===== config.mk =====
export PLATFORM = sky130hd
export DESIGN_NAME = ppool_cfg
export DESIGN_NICKNAME = d
export VERILOG_FILES = /design/src/rtl/ppool_pkg.sv /design/src/rtl/ppool_cfg.sv
export SDC_FILE = /design/constraint.sdc
export NUM_CORES = 1
export LEC_CHECK = 0
export BUFFER_PORTS_ARGS = -buffer_cell sky130_fd_sc_hd__clkbuf_2
export CAP_MARGIN = 20
export CORE_MARGIN = 4
export CORE_UTILIZATION = 45
export CTS_BUF_LIST = sky130_fd_sc_hd__clkbuf_2 sky130_fd_sc_hd__clkbuf_4 sky130_fd_sc_hd__clkbuf_8
export DETAILED_ROUTE_END_ITERATION = 6
export PLACE_DENSITY_LB_ADDON = 0.08
export SLEW_MARGIN = 25
export SYNTH_ARGS = -nofsm -noshare
export SYNTH_HDL_FRONTEND = slang
export SYNTH_SLANG_ARGS = --single-unit

===== constraint.sdc =====
create_clock -name clk -period 3.1 [get_ports clk]
set_clock_uncertainty 0.15 [all_clocks]
set_input_delay 0.155 -clock clk [delete_from_list [all_inputs] [get_ports clk]]
set_output_delay 0.155 -clock clk [all_outputs]
set_load 0.1 [all_outputs]

===== src/rtl/ppool_pkg.sv =====
// ----------------------------------------------------------------------------
// ppool_pkg
// Shared types, constants and channel arithmetic for the 2x2 pooling
// downscaler: pixel layout, register map, combine rules, dimension clamps.
// ----------------------------------------------------------------------------
`default_nettype none

package ppool_pkg;

  // Image limits and derived widths
  localparam int MAX_WIDTH  = 2048;
  localparam int MAX_HEIGHT = 2048;
  localparam int PAIR_DEPTH = MAX_WIDTH / 2;
  localparam int SLOT_W     = $clog2(PAIR_DEPTH);
  localparam int COL_W      = $clog2(MAX_WIDTH);
  localparam int ROW_W      = $clog2(MAX_HEIGHT);
  localparam int WCNT_W     = $clog2(MAX_WIDTH + 1);
  localparam int HCNT_W     = $clog2(MAX_HEIGHT + 1);

  // Register map
  localparam int DIM_W    = 12;
  localparam int MODE_W   = 2;
  localparam int ADDR_W   = 4;
  localparam int DATA_W   = 32;
  localparam int REGIDX_W = 2;

  localparam logic [REGIDX_W-1:0] REG_WIDTH  = 2'd0;
  localparam logic [REGIDX_W-1:0] REG_HEIGHT = 2'd1;
  localparam logic [REGIDX_W-1:0] REG_MODE   = 2'd2;

  localparam logic [DIM_W-1:0]  WIDTH_RST  = 12'd640;
  localparam logic [DIM_W-1:0]  HEIGHT_RST = 12'd480;

  // Combine rules; the unused code behaves as maximum
  localparam logic [MODE_W-1:0] MODE_MAX = 2'd0;
  localparam logic [MODE_W-1:0] MODE_MIN = 2'd1;
  localparam logic [MODE_W-1:0] MODE_AVG = 2'd2;

  // One RGB888 pixel, red in the low byte
  typedef struct packed {
    logic [7:0] blue;
    logic [7:0] green;
    logic [7:0] red;
  } pixel_t;

  localparam int PIX_W  = $bits(pixel_t);
  localparam int PAIR_W = 2 * PIX_W;

  // Configuration as seen by the datapath
  typedef struct packed {
    logic [DIM_W-1:0]  width;
    logic [DIM_W-1:0]  height;
    logic [MODE_W-1:0] mode;
    logic              restart;
  } cfg_t;

  // Bottom-row payload waiting for the line buffer read
  typedef struct packed {
    pixel_t bl;
    pixel_t br;
    logic   frame_end;
  } stage_t;

  function automatic logic [WCNT_W-1:0] clamp_width(input logic [DIM_W-1:0] v);
    int vi;
    vi = int'(v);
    if (vi < 2) return WCNT_W'(2);
    if (vi > MAX_WIDTH) return WCNT_W'(MAX_WIDTH);
    return WCNT_W'(vi);
  endfunction

  function automatic logic [HCNT_W-1:0] clamp_height(input logic [DIM_W-1:0] v);
    int vi;
    vi = int'(v);
    if (vi < 2) return HCNT_W'(2);
    if (vi > MAX_HEIGHT) return HCNT_W'(MAX_HEIGHT);
    return HCNT_W'(vi);
  endfunction

  function automatic logic [7:0] avg2(input logic [7:0] a, input logic [7:0] b);
    logic [8:0] s;
    s = {1'b0, a} + {1'b0, b};
    return s[8:1];
  endfunction

  function automatic logic [7:0] chan_combine(input logic [7:0] tl, input logic [7:0] tr,
                                              input logic [7:0] bl, input logic [7:0] br,
                                              input logic [MODE_W-1:0] mode);
    logic [7:0] a;
    logic [7:0] b;
    logic [7:0] r;
    unique case (mode)
      MODE_MIN: begin
        a = (tl < tr) ? tl : tr;
        b = (bl < br) ? bl : br;
        r = (a < b) ? a : b;
      end
      MODE_AVG: begin
        a = avg2(bl, br);
        b = avg2(tr, a);
        r = avg2(tl, b);
      end
      default: begin
        a = (tl > tr) ? tl : tr;
        b = (bl > br) ? bl : br;
        r = (a > b) ? a : b;
      end
    endcase
    return r;
  endfunction

endpackage

`default_nettype wire


===== src/rtl/ppool_cfg.sv =====
// ----------------------------------------------------------------------------
// ppool_cfg
// APB-style register file: image width, image height, combine mode.
// Writing a dimension raises a one-cycle restart toward the counters.
// ----------------------------------------------------------------------------
`default_nettype none

module ppool_cfg (
  input  wire logic                          clk,
  input  wire logic                          rst_n,
  input  wire logic                          psel,
  input  wire logic                          penable,
  input  wire logic                          pwrite,
  input  wire logic [ppool_pkg::ADDR_W-1:0]  paddr,
  input  wire logic [ppool_pkg::DATA_W-1:0]  pwdata,
  output logic      [ppool_pkg::DATA_W-1:0]  prdata,
  output logic                               pready,
  output ppool_pkg::cfg_t                    cfg
);

  logic [ppool_pkg::DIM_W-1:0]    width_r;
  logic [ppool_pkg::DIM_W-1:0]    height_r;
  logic [ppool_pkg::MODE_W-1:0]   mode_r;
  logic [ppool_pkg::REGIDX_W-1:0] idx;
  logic                           wr_en;

  assign pready = 1'b1;
  assign idx    = paddr[ppool_pkg::ADDR_W-1:2];
  assign wr_en  = psel & penable & pwrite & pready;

  // Capture register writes
  always_ff @(posedge clk) begin
    if (!rst_n) begin
      width_r  <= ppool_pkg::WIDTH_RST;
      height_r <= ppool_pkg::HEIGHT_RST;
      mode_r   <= ppool_pkg::MODE_MAX;
    end else if (wr_en) begin
      unique case (idx)
        ppool_pkg::REG_WIDTH:  width_r  <= pwdata[ppool_pkg::DIM_W-1:0];
        ppool_pkg::REG_HEIGHT: height_r <= pwdata[ppool_pkg::DIM_W-1:0];
        ppool_pkg::REG_MODE:   mode_r   <= pwdata[ppool_pkg::MODE_W-1:0];
        default: ;
      endcase
    end
  end

  // Read back
  always_comb begin
    unique case (idx)
      ppool_pkg::REG_WIDTH:  prdata = ppool_pkg::DATA_W'(width_r);
      ppool_pkg::REG_HEIGHT: prdata = ppool_pkg::DATA_W'(height_r);
      ppool_pkg::REG_MODE:   prdata = ppool_pkg::DATA_W'(mode_r);
      default:               prdata = '0;
    endcase
  end

  assign cfg.width   = width_r;
  assign cfg.height  = height_r;
  assign cfg.mode    = mode_r;
  assign cfg.restart = wr_en & ((idx == ppool_pkg::REG_WIDTH) | (idx == ppool_pkg::REG_HEIGHT));

endmodule

`default_nettype wire


# Word level (Yosys, flattened, before mapping)
# Index checks and enable logic that the tools add are counted.
# totals
reg_bits,26
in_bits,41
output_inout_bits,60
word_cells,14
# op_classes
n_eq_ne,2
mux,1
n_bitwise,4
reduce_logical,4
# ops
op,count
$pmux W12 S3,1
$reduce_and A2 Y1,3
$and A1 B1 Y1,3
$eq A2 B1 Y1 const B,1
$eq A2 B2 Y1 const B,1
$logic_not A2 Y1,1
$or A1 B1 Y1,1

# Depth between registers and ports, before layout
# Gate-level depths: netlist of run 1.
# logic_depth
depth_word,3
depth_mapped,7
depth_no_buf,3

# Worst setup path after synthesis of run 1
# Ideal clock, no wire load.
# synth_path
path_type,register to output
from,register height_r[0] (netlist name)
to,output port prdata[0] (netlist name)
arrival_time_ns,3.244
required_ns,2.795
slack_ns,-0.449
path_stages_with_launch,3
n_path_buf,0
path_cell_list,dfxtp_1 -> mux2i_1 -> o21ai_0
# synth_via
elab_chain_cells,1
# synth_lines
element,line,source
start: declaration,ppool_cfg.sv:22,logic [ppool_pkg::DIM_W-1:0] height_r;
start signal: assignment,ppool_cfg.sv:35,height_r <= ppool_pkg::HEIGHT_RST;
start signal: assignment,ppool_cfg.sv:40,ppool_pkg::REG_HEIGHT: height_r <= pwdata[ppool_pkg::DIM_W-1:0];
$pmux W12 S3,ppool_cfg.sv:49,unique case (idx)
end: declaration,ppool_cfg.sv:16,"output logic [ppool_pkg::DATA_W-1:0] prdata,"
# No other way between the ends.

==> results.toml, run 1 <==
[status]
outcome = "finished, final reports clean"

[worst_setup_path]
worst-setup-path-type = "input pin to primary output"
cp_max_fo = 18
path_cells = "clkbuf_2, and4b_1, clkbuf_2"
slowest_stage = "clkbuf_2"
crit_buf_inv = 2
crit_family = "buffers and inverters"
cpMostUsedCell = "clkbuf_2"
critPathMaxStageDelay_ns = 0.52
end_kind = "primary output"
critPathLaunchType = "input pin"
critPathRequiredTime_ns = 2.79
arrival_ns = 1.44

[power]
pwr-share-seq_pct = 44.3
clkPwrFrac_pct = 22.0
pwr_density_cell_nw_per_um2 = 444
power_uw = 774
p_int_uw = 449
power.leakage_uw = 0.000891
ir_drop_mv = 0.206
p_sw_share_pct = 42.0
p_switching_uw = 325
comb_power_share_pct = 33.7

[floorplanning]
rows = 20
die-area_um2 = 4090
io_pins = 101
initial_core_util_pct = 46.5
die_h_um = 64.0
core_um2 = 3030
die_w_um = 64.0

[placed_design]
place.port_buffers = 57
hpwl_um = 2310
place_inst = 250
gp_congestion = 0.712
dpl-instance-area_um2 = 1590

[hold_path]
hold_path_class = "input pin to flop"

[detailed_routing]
wl_um = 3190
routedWlPerCell_um = 12.0
vias_per_cell = 4.65
antenna_left = 0
first_pass_iters = 3
dr_total_vias = 1237
drc = 0
first_iter_violations = 22

[grt]
antenna_found_initial = 0
gr-usage-all-layers_pct = 16.8
grt-ovfl-total = 0
grt_pass1_wl_um = 5550
grt_pass1_vias = 1214
grt_max_degree = 38

[timing]
post-route-min-period_ns = 1.74
timing.fmax_ghz = 0.574
holdWs_ns = 0.121
tightestPinTransition_ns = 0.733
drv_slew = 0
relSlewSlack_pct = 50.8
hold_violations = 0
rsz0062_at_grt = "false"
fin_crit_sh_pct = 56.2
setup_viol = 0
setup-tns-final_ns = 0

[yosys]
synthesis.area_um2 = 1410
synthCells = 163
ys_warn_count = 0
synth.distinct_cells = 22
synth-seq-cells = 26
synth_area_per_cell_um2 = 8.64
ys_seq_area_share_pct = 36.9

[clocking]
cts.sinks = 26
cts_tree = "done"
htreeDepth = 1
clockBufferDepth = 2
clk_latency_ns = 0.31
post_cts_buffers = 0
cts.clk_slew.worst_paths_ns = 0.14
ctsRootBufferMaster = "clkbuf_4"
cts-buffers-inserted = 3

[final_layout]
fin_area_um2 = 1740
nets = 264
fillers = 308
layout_commonest_cell = "clkbuf_2"
area_growth_pct = 23.8
most-common-layout-cells = "clkbuf_2, nand2_1, mux2i_1, dfxtp_1, conb_1"
finalNonFillerCells = 266
antenna_cells = 0
drive_above_1_share_pct = 28.4

[run]
cap_viol_max_count = 0
-- metrics by stage --
step | utilization [%] | setup WS (ns)
2_1_floorplan | - | 0.293
3_3_place_gp | 52.4 | 1.31
3_5_place_dp | 52.4 | 1.28
4_1_cts | 57.6 | 1.33
5_1_grt | 57.6 | 1.24
6_report | 57.6 | 1.36
-- final cells by class --
cell class / count / area (µm²) / share of cell area (%)
Inverter: 6 / 22.5 / 1.29
Clock buffer: 4 / 36.3 / 2.08
Timing Repair Buffer: 69 / 405 / 23.2
Multi-Input combinational cell: 117 / 704 / 40.4
Sequential cell: 26 / 520 / 29.8
Tap cell: 44 / 55.1 / 3.16
-- power groups by stage --
| stage | logic [µW] | registers, µW | clock network (µW) |
|---|---|---|---|
| after floorplan | 208 | 386 | 0 |
| after global placement | 248 | 350 | 0 |
| after detailed placement | 249 | 350 | 0 |
| after CTS | 261 | 343 | 177 |
| after global routing | 273 | 344 | 191 |
| final | 261 | 343 | 170 |
-- timing repair --
action	in CTS	in global routing
setup endpoints to repair	0	0
hold endpoints to repair	26	0
gates resized for setup	0	0
hold buffers	12	0
-- routing by layer --
layer	vias up	GRT usage [%]	share of wire [%]
met3	2	4.22	7.5
met1	585	19.6	42
met4	0	4.04	0.44
met2	42	30.2	50
li1	608	-	-
met5	-	0	0
-- worst reg2reg max path, cell delays in order (launching register included) --
cell      delay (ns)
dfxtp_1         0.35
o31ai_1         0.07
o211ai_1        0.12
-- flip-flops by register name, indices dropped and copies added (netlist names) --
signal and cells:
height_r 12, width_r 12, mode_r 2
-- logic make-up (layout without fill, tap and decap cells) --
family / after synthesis / count (layout) / synth area share [%]
AND/OR/NAND/NOR: 54 / 54 / 16.3
other: 2 / 21 / 0.533
multiplexers: 32 / 32 / 22.7
AO/OA/AOI/OAI: 10 / 10 / 5.33
buffers and inverters: 39 / 79 / 18.1
flip-flops: 26 / 26 / 36.9
-- path summary, 6_finish.rpt --
kind	startpoint	slack, ns	cells past startpoint	end
worst max-delay path	paddr[3]	1.36	3	cfg[0]
worst min-delay path	penable	0.12	4	width_r[7]
worst max register to register	width_r[9]	2.28	2	width_r[9]
worst min register to register	width_r[5]	0.33	2	width_r[5]
-- synth_stat cells --
library cell / instances / area [µm²]
buf_6: 3 / 33.8
nand2_1: 33 / 124
o211ai_1: 5 / 37.5
nor2_1: 10 / 37.5
and2_4: 1 / 8.76
dfxtp_1: 26 / 521
buf_1: 1 / 3.75
clkbuf_1: 4 / 15.0
nor3_1: 1 / 5.00
buf_4: 22 / 165
conb_1: 2 / 7.51
nor3b_1: 1 / 7.51
and4b_1: 1 / 10.0
o31ai_1: 2 / 15.0
mux2i_1: 32 / 320
inv_1: 6 / 22.5
nor2b_1: 1 / 6.26
nand2b_1: 1 / 6.26
o211ai_2: 1 / 12.5
o21ai_0: 2 / 10.0
nand3_1: 5 / 25.0
buf_2: 3 / 15.0
Power figures use the tool's default switching activity.
==> inputs of run 2 (changes only) <==
Settings changed: CORE_UTILIZATION 45 to 38.
Clock period 3.1 ns to 1.56 ns, I/O delays scaled along.
==> results.toml, run 2 (synthesized netlist as in run 1, its figures left out) <==
[status]
outcome = "finished, final reports clean"

[grt]
use_met3_pct = 3.40
top_usage_layer = "met2"
grt_max_degree = 24
grt_pass1_vias = 1142
gr-usage-all-layers_pct = 15.1
met2_usage_pct = 25.0
antenna_found_initial = 0
grt-ovfl-total = 0
grt_pass1_wl_um = 5380
grt_util_met1_pct = 19.8

[timing]
drv_slew = 0
rsz0062_at_grt = "false"
hold_violations = 0
post-route-min-period_ns = 1.36
relSlewSlack_pct = 63.2
setup_viol = 0
fin_crit_sh_pct = 87.2
fin_ws_ns = 0.200
timing.fmax_ghz = 0.735
setup-tns-final_ns = 0
tightestPinTransition_ns = 0.555

[worst_setup_path]
path_cells = "mux2i_1, o21ai_4, buf_12"
rr_worst_depth = 2
critPathLaunchType = "flop"
end_kind = "primary output"
reg2reg_to = "width_r[7]"
critPathMaxStageDelay_ns = 0.35
cp_max_fo = 3
critPathRequiredTime_ns = 1.33
arrival_ns = 1.13
reg2reg_slack_ns = 0.76
r2r_start = "width_r[7]"
worst-setup-path-type = "flop to primary output"
slowest_stage = "dfxtp_4"

[detailed_routing]
first_pass_iters = 4
antenna_left = 0
vias_per_cell = 4.57
drc = 0
dr_total_vias = 1257
wl_um = 3440
routedWlPerCell_um = 12.5
first_iter_violations = 62

[clocking]
clockBufferDepth = 2
ctsResizeCount = 0
cts-buffers-inserted = 3
cts.sinks = 26
cts_tree = "done"
clk_latency_ns = 0.26
ctsRootBufferMaster = "clkbuf_8"
htreeDepth = 1
cts.clk_slew.worst_paths_ns = 0.09
post_cts_buffers = 0
hold_buffers = 12

[final_layout]
area_growth_pct = 59.3
most-common-layout-cells = "clkbuf_2, nand2_1, mux2i_1, dfxtp_4, conb_1"
antenna_cells = 0
nets = 271
drive_above_1_share_pct = 47.2
largest_registers = "height_r (12), width_r (12), mode_r (2)"
layout_commonest_cell = "clkbuf_2"

[floorplanning]
io_pins = 101
rows = 21
die_w_um = 68.9
core_um2 = 3470
die_h_um = 68.9
initial_core_util_pct = 40.6
die-area_um2 = 4750

[run]
cap_viol_max_count = 0

[placed_design]
dp_slack_ns = 0.245
place.port_buffers = 57
hpwl_um = 2670
gp_congestion = 0.750

[power]
pwr_density_cell_nw_per_um2 = 796
power.leakage_uw = 0.00102
ir_drop_mv = 0.373

[hold_path]
min_from = "rst_n"
min_to = "height_r[8]"
hold_path_depth = 2
hold_path_class = "input pin to flop"
==> run 2: layout make-up <==
cell class | instances | area [µm²]
clock buffers | 3 | 41.3
repair buffers | 76 | 678
inverters | 6 | 22.5
well taps | 46 | 57.6
clock inverters | 1 | 30.0
multi-input cells | 117 | 802
fillers | 297 | 1220
flip-flops and latches | 26 | 613
==> run 2: critical path, delay by kind of cell (launching register included) <==
family	cells	cell delay, ns
AOI/OAI and AO/OA	1	0.10
buffers and inverters	1	0.17
DFF	1	0.35
muxes	1	0.24
==> run 2: how the worst max path moves through the flow <==
stage	startpoint	endpoint	depth (start not counted)
floorplan	paddr[3]	height_r[1]	7
global placement	paddr[3]	width_r[7]	4
detailed placement	paddr[2]	prdata[5]	5
CTS	height_r[1]	prdata[1]	3
global route	height_r[1]	prdata[1]	3
finish	height_r[1]	prdata[1]	3
==> run 2: per-layer routing <==
metal	wire (µm)	part of all wire [%]	vias to the layer above
met2	1730	50	46
met1	1430	42	585
met5	0	0	-
met4	17	0.49	0
li1	-	-	624
met3	259	7.5	2
==> run 2: report_power, final <==
part | leakage, µW | internal, µW | switching [µW]
clock network | 0.0000357 | 343 | 201
logic | 0.000762 | 129 | 468
registers | 0.000225 | 638 | 7.59
total | 0.00102 | 1110 | 676
==> run 2: per-stage QoR <==
stage | util (%) | power, µW | area [µm²] | cells | hold slack [ns]
after floorplan | - | 1170 | 1670 | 182 | 0.0596
after global placement | 59.2 | 1230 | 2050 | 259 | 0.161
after detailed placement | 59.2 | 1230 | 2050 | 259 | 0.175
after CTS | 64.7 | 1800 | 2240 | 275 | 0.0385
after global routing | 64.7 | 1860 | 2240 | 275 | 0.0754
final | 64.7 | 1790 | 2240 | 275 | 0.0441
