--- src/rtl/ppool_pkg.sv ---
// ----------------------------------------------------------------------------
// ppool_pkg
// Shared types, constants and channel arithmetic for the 2x2 pooling
// downscaler: pixel layout, register map, combine rules, dimension clamps.
// ----------------------------------------------------------------------------
`default_nettype none

package ppool_pkg;

  // Image limits and derived widths
  localparam int MAX_WIDTH  = 2048;
  localparam int MAX_HEIGHT = 2048;
  localparam int PAIR_DEPTH = MAX_WIDTH / 2;
  localparam int SLOT_W     = $clog2(PAIR_DEPTH);
  localparam int COL_W      = $clog2(MAX_WIDTH);
  localparam int ROW_W      = $clog2(MAX_HEIGHT);
  localparam int WCNT_W     = $clog2(MAX_WIDTH + 1);
  localparam int HCNT_W     = $clog2(MAX_HEIGHT + 1);

  // Register map
  localparam int DIM_W    = 12;
  localparam int MODE_W   = 2;
  localparam int ADDR_W   = 4;
  localparam int DATA_W   = 32;
  localparam int REGIDX_W = 2;

  localparam logic [REGIDX_W-1:0] REG_WIDTH  = 2'd0;
  localparam logic [REGIDX_W-1:0] REG_HEIGHT = 2'd1;
  localparam logic [REGIDX_W-1:0] REG_MODE   = 2'd2;

  localparam logic [DIM_W-1:0]  WIDTH_RST  = 12'd640;
  localparam logic [DIM_W-1:0]  HEIGHT_RST = 12'd480;

  // Combine rules; the unused code behaves as maximum
  localparam logic [MODE_W-1:0] MODE_MAX = 2'd0;
  localparam logic [MODE_W-1:0] MODE_MIN = 2'd1;
  localparam logic [MODE_W-1:0] MODE_AVG = 2'd2;

  // One RGB888 pixel, red in the low byte
  typedef struct packed {
    logic [7:0] blue;
    logic [7:0] green;
    logic [7:0] red;
  } pixel_t;

  localparam int PIX_W  = $bits(pixel_t);
  localparam int PAIR_W = 2 * PIX_W;

  // Configuration as seen by the datapath
  typedef struct packed {
    logic [DIM_W-1:0]  width;
    logic [DIM_W-1:0]  height;
    logic [MODE_W-1:0] mode;
    logic              restart;
  } cfg_t;

  // Bottom-row payload waiting for the line buffer read
  typedef struct packed {
    pixel_t bl;
    pixel_t br;
    logic   frame_end;
  } stage_t;

  function automatic logic [WCNT_W-1:0] clamp_width(input logic [DIM_W-1:0] v);
    int vi;
    vi = int'(v);
    if (vi < 2) return WCNT_W'(2);
    if (vi > MAX_WIDTH) return WCNT_W'(MAX_WIDTH);
    return WCNT_W'(vi);
  endfunction

  function automatic logic [HCNT_W-1:0] clamp_height(input logic [DIM_W-1:0] v);
    int vi;
    vi = int'(v);
    if (vi < 2) return HCNT_W'(2);
    if (vi > MAX_HEIGHT) return HCNT_W'(MAX_HEIGHT);
    return HCNT_W'(vi);
  endfunction

  function automatic logic [7:0] avg2(input logic [7:0] a, input logic [7:0] b);
    logic [8:0] s;
    s = {1'b0, a} + {1'b0, b};
    return s[8:1];
  endfunction

  function automatic logic [7:0] chan_combine(input logic [7:0] tl, input logic [7:0] tr,
                                              input logic [7:0] bl, input logic [7:0] br,
                                              input logic [MODE_W-1:0] mode);
    logic [7:0] a;
    logic [7:0] b;
    logic [7:0] r;
    unique case (mode)
      MODE_MIN: begin
        a = (tl < tr) ? tl : tr;
        b = (bl < br) ? bl : br;
        r = (a < b) ? a : b;
      end
      MODE_AVG: begin
        a = avg2(bl, br);
        b = avg2(tr, a);
        r = avg2(tl, b);
      end
      default: begin
        a = (tl > tr) ? tl : tr;
        b = (bl > br) ? bl : br;
        r = (a > b) ? a : b;
      end
    endcase
    return r;
  endfunction

endpackage

`default_nettype wire

--- src/rtl/ppool_combine.sv ---
// ----------------------------------------------------------------------------
// ppool_combine
// Joins the fetched top pair with the bottom pair, applies the combine rule
// per channel and holds the pooled pixel in the output register.
// ----------------------------------------------------------------------------
`default_nettype none

module ppool_combine (
  input  wire logic                          clk,
  input  wire logic                          rst_n,
  input  wire logic                          stg_valid,
  input  wire ppool_pkg::stage_t             stg,
  input  wire logic [ppool_pkg::PAIR_W-1:0]  top_pair,
  input  wire logic [ppool_pkg::MODE_W-1:0]  mode,
  output logic                               stg_ready,
  output logic                               out_valid,
  input  wire logic                          out_ready,
  output ppool_pkg::pixel_t                  out_pix,
  output logic                               out_last
);

  ppool_pkg::pixel_t tl;
  ppool_pkg::pixel_t tr;
  ppool_pkg::pixel_t res;
  logic              valid_r;
  ppool_pkg::pixel_t pix_r;
  logic              last_r;

  assign tl = ppool_pkg::pixel_t'(top_pair[ppool_pkg::PAIR_W-1:ppool_pkg::PIX_W]);
  assign tr = ppool_pkg::pixel_t'(top_pair[ppool_pkg::PIX_W-1:0]);

  // Combine channel by channel
  always_comb begin
    res.red   = ppool_pkg::chan_combine(tl.red,   tr.red,   stg.bl.red,   stg.br.red,   mode);
    res.green = ppool_pkg::chan_combine(tl.green, tr.green, stg.bl.green, stg.br.green, mode);
    res.blue  = ppool_pkg::chan_combine(tl.blue,  tr.blue,  stg.bl.blue,  stg.br.blue,  mode);
  end

  assign stg_ready = ~valid_r | out_ready;

  // Output register: load when empty or drained this cycle
  always_ff @(posedge clk) begin
    if (!rst_n) begin
      valid_r <= 1'b0;
    end else if (stg_ready) begin
      valid_r <= stg_valid;
    end
  end

  always_ff @(posedge clk) begin
    if (stg_ready && stg_valid) begin
      pix_r  <= res;
      last_r <= stg.frame_end;
    end
  end

  assign out_valid = valid_r;
  assign out_pix   = pix_r;
  assign out_last  = last_r;

endmodule

`default_nettype wire

--- config.mk ---
export PLATFORM = sky130hd
export DESIGN_NAME = ppool_combine
export DESIGN_NICKNAME = d
export VERILOG_FILES = /design/src/rtl/ppool_pkg.sv /design/src/rtl/ppool_combine.sv
export SDC_FILE = /design/constraint.sdc
export NUM_CORES = 1
export LEC_CHECK = 0
export ABC_AREA = 1
export CELL_PAD_IN_SITES_DETAIL_PLACEMENT = 0
export CELL_PAD_IN_SITES_GLOBAL_PLACEMENT = 1
export CORE_MARGIN = 2
export CORE_UTILIZATION = 40
export CTS_CLUSTER_DIAMETER = 80
export DETAILED_ROUTE_END_ITERATION = 6
export DONT_BUFFER_PORTS = 1
export PLACE_DENSITY_LB_ADDON = 0.3
export SETUP_SLACK_MARGIN = 0.4
export SYNTH_ARGS = -nofsm -noshare
export SYNTH_HDL_FRONTEND = slang
export SYNTH_SLANG_ARGS = --single-unit
--- constraint.sdc ---
create_clock -name clk -period 5.9 [get_ports clk]
set_input_delay 0.885 -clock clk [delete_from_list [all_inputs] [get_ports clk]]
set_output_delay 0.885 -clock clk [all_outputs]
set_load 0.1 [all_outputs]
Word-level counts from Yosys, hierarchy flattened

Index checks and enable logic that the tools add are counted.

Input bits: 103
Register bits: 26
Logic and storage cells: 58
Output and inout bits: 27

Bitwise logic cells: 2
Add/subtract/negate cells: 9
Reductions and logical operators: 1
Muxes and demuxes: 21
Magnitude comparators: 18
Equality and inequality tests: 2

Operator list:

| operator                                      | number |
|---|---|
| 2-to-1 mux 8 bit                              | 18 |
| adder 8 x 8 -> 9 bit                          | 9 |
| greater-than comparator 8 bit                 | 9 |
| less-than comparator 8 bit                    | 9 |
| one-hot mux 8 bit (2 select lines)            | 3 |
| == test 2 x 1 -> 1 bit, second input constant | 1 |
| == test 2 bit, second input constant          | 1 |
| logical AND 1 bit                             | 1 |
| NOT 1 bit                                     | 1 |
| bitwise OR 1 bit                              | 1 |

Logic depth before layout (Yosys ltp)

Gate-level depths: netlist of run 1.

Depth in word-level cells: 5
Mapped depth: 25
Mapped depth without buffers: 25

Least setup slack after synthesis of run 1

Ideal clock, no wire load.

Path type: input-to-reg
From: input stg[17] (netlist name)
To: register pix_r (netlist bit out_pix[23]) (data pin)
Buffers on the path: 0
Path slack: 1484 ps
Cell stages on the path: 22
Library setup time: 257 ps
Arrival time: 4159 ps
Required time: 5643 ps
Cells stage by stage: ha_1 > inv_1 > fa_1 > o31ai_1 > xor2_1 > inv_1 > ha_1 > nand2_1 > o21ai_0 > a21oi_1 > o21ai_0 > xnor2_1 > inv_1 > ha_1 > a21oi_1 > inv_1 > a31oi_1 > nor2_1 > o21ai_0 > nand2_1 > a21oi_1 > a21oi_1

RTL lines:

| element              | RTL line            | RTL |
|---|---|---|
| from (decl)          | ppool_combine.sv:12 | `input wire ppool_pkg::stage_t stg,` |
| to (signal assigned) | ppool_combine.sv:52 | `pix_r <= res;` |
| to (decl)            | ppool_combine.sv:26 | `ppool_pkg::pixel_t pix_r;` |

==> results.yml, run 1 <==
global_route:
  first_global_vias: 6796
  antenna_found_initial: 0
  grt_first_pass_wirelength_um: 33680
  grt_use_total_pct: 20.25
  overflow: 0
  grt_max_degree: 26
die:
  start_util_pct: 40.76
  core_area_mm2: 0.01946
  die-area_mm2: 0.02097
  io_pins: 130
  fp-row-count: 51
  die_w_um: 144.8
  die_h_um: 144.8
final_layout:
  area_delta_synth_final_pct: 4.621
  final_common_cell: "nand2_1"
  num_antenna_cells: 0
  nFillCells: 2073
  drive_gt1_share_pct: 3.298
  nets: 1520
  layout_common_cells: "nand2_1 (269), inv_1 (249), ha_1 (164)"
sta:
  period_minus_slack_ns: 4.532
  hold_ws_ns: 0.7138
  finalCritPeriodShare_pct: 76.81
  drv_slew: 0
  rsz0062_at_grt: "no"
  skew_ns: 0.004909
  clock.fmax_mhz: 220.7
  relSlewSlack_pct: 29.07
  final_hold_viol_count: 0
  tightest_slew_ns: 1.062
  setup_viol: 0
  fin_tns_setup_ns: 0
setup_path:
  cp_max_fo: 4
  start_kind: "input pin"
  crit_type: "in2reg"
  worstPathArrival_ns: 4.55
  cp-end-kind: "flop"
  required_ns: 5.92
clocking:
  clk_transition_reported_paths_ns: 0.07
  clockBufferDepth: 2
  clock_latency_ns: 0.27
  cts.sinks: 26
  numCtsBuffers: 3
  clock_tree.root_cell: "clkbuf_16"
  cts_resized: 0
  postCtsSetupBuffers: 0
  ctsHoldBuffers: 0
  cts_tree: "done"
  cts.htree.levels: 1
yosys:
  synth_compound_area_share_pct: 21.56
  synthMuxAreaShare_pct: 0
  ys_ff_latch: 26
  synth_nets: 1535
  seq_area_frac_synth_pct: 9.716
  synth_area_per_cell_um2: 6.301
  synth_xor_area_share_pct: 3.975
  synth_top_area_share_pct: 25.87
  synth_top_family_by_area: "adder cells"
  synth_cells: 1259
  synth-simple-area-share_pct: 23.09
  yosys-top-cells-area: "ha_1 (26%), nand2_1 (13%), inv_1 (12%)"
  netlist.top_cell.by_area: "ha_1"
  netlist_area_mm2: 0.007933
  synthAdderAreaFrac_pct: 28.14
  synth_warnings: 0
  yosysUniqueCellTypes: 34
drt:
  vias_per_cell: 5.018
  vias: 7567
  firstDrtPassIters: 5
  routedWlPerCell_um: 14.46
  first_iter_violations: 410
  drtAntennaViolNets: 0
  drt_wl_total_um: 21810
  route.detailed.drc: 0
power_and_ir_drop:
  ir_drop_uv: 127.9
  p_per_area_mw_per_mm2: 244.3
  leakage_nw: 4.613
placed_design:
  hpwl_um: 18830
  place_congestion: 0.8931
  port_buffers: 0
job:
  maxCapViolations: 0
status:
  status: "finished clean"
worst_hold_path:
  hp-class: "in2reg"
==> per-layer routing <==
layer  global-route usage, %  vias up  wire length (µm)
met3                   3.159       12              1490
li1                        -     4066                 -
met4                   2.453        0               276
met5                       0        -                 0
met1                   27.51     3310             10250
met2                   34.83      179              9798
==> flip-flops by register name, indices dropped and copies added (netlist names) <==
signal and cells:
out_pix 24, out_valid 1, out_last 1
==> where the power goes <==
group / switching, W / internal [W] / total, W
registers: 0.000231 / 0.000250 / 0.000481
clock network: 0.0000700 / 0.000135 / 0.000205
logic: 0.000843 / 0.000498 / 0.00134
total: 0.00114 / 0.000884 / 0.00203
==> worst paths after layout <==
path	from	end	slack, ns	cells past startpoint
worst min-delay path	stg[0]	out_last$_DFFE_PP_	0.71	0
worst max register to register	out_valid$_SDFFE_PN0N_	out_valid$_SDFFE_PN0N_	3.54	2
worst max-delay path	stg[17]	out_pix[23]$_DFFE_PP_	1.37	22
worst min register to register	out_valid$_SDFFE_PN0N_	out_pix[0]$_DFFE_PP_	1.64	1
==> cells in the mapped netlist (all sizes together) <==
library cell	number
a211oi	13
a21boi	1
a21o	6
a21oi	120
a31oi	1
a32oi	2
buf	10
clkbuf	13
dfxtp	1
edfxtp	25
fa	9
ha	164
inv	258
nand2	282
nand3	71
nand4	2
nor2	74
nor3	3
o21a	10
o21ai	135
o21bai	16
o221ai	1
o31ai	4
or2	2
xnor2	6
xor2	30
==> critical path, cell delays in order <==
cell and delay, ns:
ha_1 0.12, inv_1 0.05, fa_1 0.40, o31ai_1 0.39, xor2_1 0.19, inv_1 0.07
ha_1 0.34, nand2_1 0.06, o21ai_0 0.24, a21oi_1 0.10, o21ai_0 0.26, xnor2_1 0.15
inv_1 0.07, ha_1 0.29, a21oi_1 0.16, inv_1 0.06, a31oi_1 0.19, nor2_1 0.07
o21ai_0 0.14, nand2_1 0.07, a21oi_1 0.13, a21oi_1 0.09
==> through the flow <==
stage               cells  utilization [%]  setup WS (ns)  area [µm²]  total power, W
finish               1508            42.64          1.368        8299        0.002028
global route         1508            42.64         0.9169        8299        0.002255
CTS                  1508            42.64          1.372        8299        0.002038
detailed placement   1504            42.10          1.097        8194        0.001823
global placement     1504            42.10          1.171        8194        0.001816
floorplan            1259                -          1.484        7933        0.001532
==> layout make-up <==
class | instances | area [µm²] | area share (%)
clock buffer | 3 | 75.07 | 0.9046
clock inverter | 1 | 30.03 | 0.3618
inverter | 258 | 968.4 | 11.67
multi-input combinational | 952 | 6101 | 73.51
sequential | 26 | 770.7 | 9.287
tap | 265 | 331.6 | 3.995
timing repair buffer | 3 | 22.52 | 0.2714
==> kinds of logic (layout without fill, tap and decap cells) <==
logic type                 Yosys count  after routing
and+or+nand+nor                    434            434
AOI/OAI and AO/OA                  309            309
buffers and inverters              281            265
adders and majority gates          173            173
xor gates and xnor gates            36             36
DFF                                 26             26
Note: power is estimated with default switching activity, not from simulation.
==> inputs of run 2 (changes only) <==
--- a/config.mk
+++ b/config.mk
@@ -5,7 +5,7 @@
 export SDC_FILE = /design/constraint.sdc
 export NUM_CORES = 1
 export LEC_CHECK = 0
-export ABC_AREA = 1
+export ABC_AREA = 0
 export CELL_PAD_IN_SITES_DETAIL_PLACEMENT = 0
 export CELL_PAD_IN_SITES_GLOBAL_PLACEMENT = 1
 export CORE_MARGIN = 2
==> constraint.sdc (replaced) <==
create_clock -name clk -period 3.7 [get_ports clk]
set_input_delay 0.555 -clock clk [delete_from_list [all_inputs] [get_ports clk]]
set_output_delay 0.555 -clock clk [all_outputs]
set_load 0.1 [all_outputs]
==> run 2 against run 1 <==
Net effect:
- area after synthesis down 2.0%
- synthesized cell count decreased by 24%
- the flow now finishes with violations (negative setup slack)
- flip-flop and latch count is the same
- worst hold slack got worse by 0.33 ns
- core utilization is 19 points higher
- via count rose by 4.1%
- critical path depth shrank 6
- clock power up 31%
- register-to-register slack worse by 1.8 ns
- setup slack worse by 1.5 ns
- highest routed layer unchanged
==> results.yml, run 2 <==
drt:
  vias_per_cell: 5.361
  vias: 7881
  drtAntennaViolNets: 0
  drt_wl_total_um: 25690
  firstDrtPassIters: 4
  first_iter_violations: 343
  routedWlPerCell_um: 17.47
  route.detailed.drc: 0
final_layout:
  num_antenna_cells: 0
  final_common_cell: "buf_4"
  drive_gt1_share_pct: 41.57
  nFillCells: 1653
  largest_reg_flops: 24
  utilization_pct: 61.65
  layout_common_cells: "buf_4 (237), ha_1 (128), inv_1 (102)"
  area_delta_synth_final_pct: 49.88
  nets: 1487
clocking:
  ctsHoldBuffers: 0
  clockBufferDepth: 2
  clock_latency_ns: 0.26
  clock_tree.root_cell: "clkbuf_16"
  clk_transition_reported_paths_ns: 0.07
  cts.htree.levels: 1
  cts.sinks: 26
  cts_tree: "done"
  numCtsBuffers: 3
yosys:
  synth_area_per_cell_um2: 8.095
  yosys-top-cells-count: "ha_1 (164), inv_1 (121), mux2i_1 (77)"
  seq_area_frac_synth_pct: 9.918
  netlist_area_mm2: 0.007771
  synth-simple-area-share_pct: 13.65
  synth_compound_area_share_pct: 23.22
  synthFlopType: "edfxtp_1"
  ys_ff_latch: 26
  synth_cells: 960
  synth_warnings: 0
  netlist.top_cell.by_area: "ha_1"
  synth_xor_area_share_pct: 5.522
  synth_edf_count: 25
  yosys-top-cells-area: "ha_1 (26%), mux2i_1 (9.9%), edfxtp_1 (9.7%)"
  synthMuxAreaShare_pct: 12.14
  yosysMostFrequentCell: "ha_1"
  synthArstFlopShare_pct: 0
  synth_top_family_by_area: "adder cells"
  synth_nets: 1236
  yosysUniqueCellTypes: 68
  synthAdderAreaFrac_pct: 28.72
  synth_top_area_share_pct: 26.40
job:
  maxCapViolations: 0
sta:
  finalCritPeriodShare_pct: 104.7
  setup_viol: 14
  fin_tns_setup_ns: -1.289
  rsz0062_at_grt: "yes"
  skew_ns: 0.004470
  drv_slew: 0
  hold_ws_ns: 0.3832
  period_minus_slack_ns: 3.876
  finalWorstSetupSlack_ns: -0.1757
  final_hold_viol_count: 0
  tightest_slew_ns: 1.018
  relSlewSlack_pct: 32.27
  clock.fmax_mhz: 258.0
setup_path:
  cp_max_fo: 8
  cpMaxStageDelayCell: "a31oi_4"
  cpPeakStageDelay_ns: 0.44
  r2r_cells: 5
  cp-end-kind: "flop"
  crit_chain: "inv_6 > ha_4 > nand4_1 > a21o_4 > a21oi_4 > mux2i_1 > inv_1 > ha_4 > nor2b_4 > o21ai_1 > a21oi_1 > a211o_1 > a31oi_4 > a22oi_2 > nor3b_2 > a211o_1"
  required_ns: 3.72
  worstPathArrival_ns: 3.89
  cpLargestDelayFamily: "compound AO/OA/AOI/OAI gates"
  crit_buf_inv: 2
  crit_type: "in2reg"
  rr_endpoint: "out_pix[20]$_DFFE_PP_"
  rrSetupSlack_ns: 1.74
  r2r-start: "out_valid$_SDFFE_PN0N_"
  start_kind: "input pin"
power_and_ir_drop:
  power_w: 0.004678
  switching_power_w: 0.002157
  internal_power_w: 0.002520
  seqPwrFrac_pct: 16.7
  swShare_pct: 46.12
  leakage_nw: 5.488
  p_per_area_mw_per_mm2: 401.6
  p_clk_share_pct: 5.7
  ir_drop_uv: 219.8
  p_comb_share_pct: 77.6
placed_design:
  hpwl_um: 20770
  preCtsSetupSlack_ns: -0.5110
  port_buffers: 0
  place_congestion: 0.8787
global_route:
  overflow: 0
  grt_max_degree: 32
  grt_first_pass_wirelength_um: 38920
  grt_use_total_pct: 23.76
  antenna_found_initial: 0
  first_global_vias: 7815
die:
  start_util_pct: 41.13
  die_h_um: 143.4
  die_w_um: 143.4
  fp-row-count: 50
  core_area_mm2: 0.01889
  die-area_mm2: 0.02056
  io_pins: 130
worst_hold_path:
  hold_end: "out_last$_DFFE_PP_"
  whs_path_depth: 0
  hp-class: "in2reg"
  min_from: "stg[0]"
status:
  violations: "negative setup slack"
  status: "complete, but fails checks"
[run 2: cell types whose count changed in the layout (fill, tap and decap cells not counted), sizes merged, moves of 19 or more]
cell    change
a21o       +29
mux2i      +77
o21ai      -72
buf       +258
xnor2      +20
nand2     -229
a21oi      -54
nand2b     +21
inv       -138
nand3      -53
nor2b      +19
[run 2: worst reg2reg max path: stages (launching register included)]
cell	delay [ns]
dfxtp_1	0.30
buf_4	0.22
nand2b_1	0.10
buf_4	0.29
and2_1	0.38
buf_4	0.35
[run 2: kinds of logic (layout without fill, tap and decap cells)]
| group | after synthesis | count (layout) |
|---|---|---|
| AO/OA/AOI/OAI | 269 | 270 |
| AND/OR/NAND/NOR | 213 | 213 |
| adder cells (fa/ha/maj) | 173 | 173 |
| buffers and inverters | 138 | 387 |
| multiplexers | 92 | 92 |
| XOR/XNOR | 49 | 49 |
| flip-flops | 26 | 26 |
[run 2: layout make-up]
cell class,count,area (µm²),area share [%]
Tap cell,260,325.3,2.793
Clock buffer,4,88.84,0.7627
Inverter,122,523.0,4.490
Timing Repair Buffer,261,2056,17.65
Sequential cell,26,770.7,6.617
Multi-Input combinational cell,797,7884,67.69
[run 2: worst max-delay path by stage]
| stage | startpoint | to | slack, ns | cells after the start |
|---|---|---|---|---|
| floorplan | stg[9] | out_pix[15]$_DFFE_PP_ | -0.17 | 20 |
| global placement | stg[9] | out_pix[15]$_DFFE_PP_ | -0.50 | 20 |
| detailed placement | stg[6] | out_pix[1]$_DFFE_PP_ | -0.51 | 16 |
| CTS | stg[10] | out_pix[15]$_DFFE_PP_ | -0.11 | 19 |
| global route | stg[9] | out_pix[15]$_DFFE_PP_ | -0.29 | 20 |
| finish | top_pair[6] | out_pix[2]$_DFFE_PP_ | -0.18 | 16 |
[run 2: metrics by stage]
stage / instances / area [µm²]
after floorplan: 960 / 8242
after global placement: 1425 / 10110
after detailed placement: 1425 / 10110
after CTS: 1453 / 10940
after global routing: 1470 / 11650
final: 1470 / 11650
[run 2: timing repair]
item	in CTS	in global routing
cloned	1	1
pin swaps	83	87
buffers inserted	23	16
endpoints found under the hold margin	0	0
endpoints found under the setup margin	24	24
resized for setup	114	117
[run 2: per-layer routing]
layer	vias to the layer above	part of all wire (%)	global-route usage, %
met3	12	5.9	3.332
met2	174	49	41.73
met1	3722	44	31.31
met4	0	0.74	4.180
met5	-	0	0
li1	3973	-	-
[run 2: power by group through the flow]
| stage | Sequential [W] | Clock (W) | Combinational (W) |
|---|---|---|---|
| after floorplan | 0.000771 | 0 | 0.00187 |
| after global placement | 0.000787 | 0 | 0.00292 |
| after detailed placement | 0.000787 | 0 | 0.00295 |
| after CTS | 0.000781 | 0.000277 | 0.00325 |
| after global routing | 0.000782 | 0.000282 | 0.00397 |
| final | 0.000780 | 0.000268 | 0.00363 |
==> inputs of run 3 (changes only) <==
--- a/config.mk
+++ b/config.mk
@@ -13,6 +13,7 @@
 export CTS_CLUSTER_DIAMETER = 80
 export DETAILED_ROUTE_END_ITERATION = 6
 export DONT_BUFFER_PORTS = 1
+export MAX_ROUTING_LAYER = met4
 export PLACE_DENSITY_LB_ADDON = 0.3
 export SETUP_SLACK_MARGIN = 0.4
 export SYNTH_ARGS = -nofsm -noshare
==> run 3 against run 2 <==
Net effect:
- design area unchanged
- the flow still finishes with violations (negative setup slack)
- maximum frequency fell by 0.29%
- global-route usage rose by 0.71 points
- via count about the same
- clock skew hardly changed
- core utilization unchanged
- register-to-register slack hardly changed
- routed wire length about the same
- highest routed layer unchanged
==> results.yml, run 3 (synthesized netlist as in run 2, its figures left out) <==
die:
  start_util_pct: 41.13
  die-area_mm2: 0.02056
  fp-row-count: 50
  die_w_um: 143.4
  core_area_mm2: 0.01889
  io_pins: 130
  die_h_um: 143.4
global_route:
  first_global_vias: 7824
  grt_max_degree: 32
  grt_first_pass_wirelength_um: 38900
  grt_use_total_pct: 24.48
  antenna_found_initial: 0
  overflow: 0
final_layout:
  final_common_cell: "buf_4"
  nets: 1487
  regArea_um2: 770.7
  nFillCells: 1653
  drive_gt1_share_pct: 41.57
  largest_reg_flops: 24
  num_antenna_cells: 0
  layout_common_cells: "buf_4 (237), ha_1 (128), inv_1 (102)"
  multi_input_area_mm2: 0.007884
  area_delta_synth_final_pct: 49.88
  finalNonFillerCells: 1470
  stdcell_area_mm2: 0.01165
setup_path:
  cp-end-kind: "flop"
  r2r-start: "out_valid$_SDFFE_PN0N_"
  start_kind: "input pin"
  r2r_cells: 5
  rr_endpoint: "out_pix[21]$_DFFE_PP_"
  rrSetupSlack_ns: 1.73
  cp_max_fo: 8
  crit_type: "in2reg"
  required_ns: 3.72
  worstPathArrival_ns: 3.90
sta:
  clock.fmax_mhz: 257.3
  finalWorstSetupSlack_ns: -0.1871
  drv_slew: 0
  period_minus_slack_ns: 3.887
  finalCritPeriodShare_pct: 105.1
  relSlewSlack_pct: 32.16
  skew_ns: 0.004272
  rsz0062_at_grt: "yes"
  tightest_slew_ns: 1.020
  setup_viol: 14
  final_hold_viol_count: 0
worst_hold_path:
  min_from: "stg[0]"
  hold_end: "out_last$_DFFE_PP_"
  whs_path_depth: 0
  hp-class: "in2reg"
status:
  violations: "negative setup slack"
  status: "complete, but fails checks"
power_and_ir_drop:
  ir_drop_uv: 219.7
  leakage_nw: 5.489
  p_per_area_mw_per_mm2: 401.4
  power_w: 0.004675
placed_design:
  dp_cells: 1425
  dpl_cell_area_mm2: 0.01011
  port_buffers: 0
  hpwl_um: 20770
  preCtsSetupSlack_ns: -0.5110
  place_congestion: 0.8933
clocking:
  cts.htree.levels: 1
  clk_transition_reported_paths_ns: 0.07
  cts.sinks: 26
  clock_latency_ns: 0.26
  cts_tree: "done"
  clock_tree.root_cell: "clkbuf_16"
  numCtsBuffers: 3
  ctsHoldBuffers: 0
  clockBufferDepth: 2
drt:
  route.detailed.drc: 0
  routedWlPerCell_um: 17.47
  drt_wl_total_um: 25680
  vias: 7877
  vias_per_cell: 5.359
  drtAntennaViolNets: 0
  first_iter_violations: 358
  firstDrtPassIters: 5
job:
  maxCapViolations: 0
-- run 3: cell counts in the layout (fill, tap and decap cells not counted) --
Identical to the previous run, type by type.
-- run 3: report_power, final --
part	internal (W)	switching [W]
combinational	0.00195	0.00168
clock	0.000166	0.000103
sequential	0.000402	0.000377
total	0.00252	0.00216
-- run 3: timing repair --
action,in CTS,in global routing
setup buffers,23,16
pin swaps,83,85
resized for setup,114,117
cloned,1,1
setup endpoints to repair,24,24
-- run 3: worst max-delay path by stage --
stage / from / end / slack [ns] / cells past startpoint
6_report: top_pair[6] / out_pix[2]$_DFFE_PP_ / -0.19 / 16
5_1_grt: stg[9] / out_pix[15]$_DFFE_PP_ / -0.29 / 20
4_1_cts: stg[10] / out_pix[15]$_DFFE_PP_ / -0.11 / 19
3_5_place_dp: stg[6] / out_pix[1]$_DFFE_PP_ / -0.51 / 16
3_3_place_gp: stg[9] / out_pix[15]$_DFFE_PP_ / -0.50 / 20
2_1_floorplan: stg[9] / out_pix[15]$_DFFE_PP_ / -0.17 / 20
-- run 3: final cells by class --
type	count	area share, %
Sequential cell	26	6.617
Timing Repair Buffer	261	17.65
Clock buffer	4	0.7627
Tap cell	260	2.793
Multi-Input combinational cell	797	67.69
Inverter	122	4.490
-- run 3: layer usage --
metal / share of wire (%) / GRT usage (%)
met4: 0.74 / 4.180
met5: 0 / -
met1: 44 / 31.42
met2: 49 / 41.80
met3: 5.7 / 3.199
-- run 3: critical path, cell delays in order --
cell     delay, ns
inv_6         0.01
ha_4          0.26
nand4_1       0.21
a21o_4        0.29
a21oi_4       0.25
mux2i_1       0.27
inv_1         0.12
ha_4          0.23
nor2b_4       0.12
o21ai_1       0.10
a21oi_1       0.08
a211o_1       0.28
a31oi_4       0.44
a22oi_2       0.19
nor3b_2       0.19
a211o_1       0.30
-- run 3: metrics by stage --
stage	hold WS, ns	TNS [ns]	utilization, %
2_1_floorplan	0.6539	-1.195	-
3_3_place_gp	0.6540	-7.727	53.49
3_5_place_dp	0.6540	-8.534	53.49
4_1_cts	0.3754	-0.6234	57.91
5_1_grt	0.3719	-3.719	61.65
6_report	0.3832	-1.390	61.65
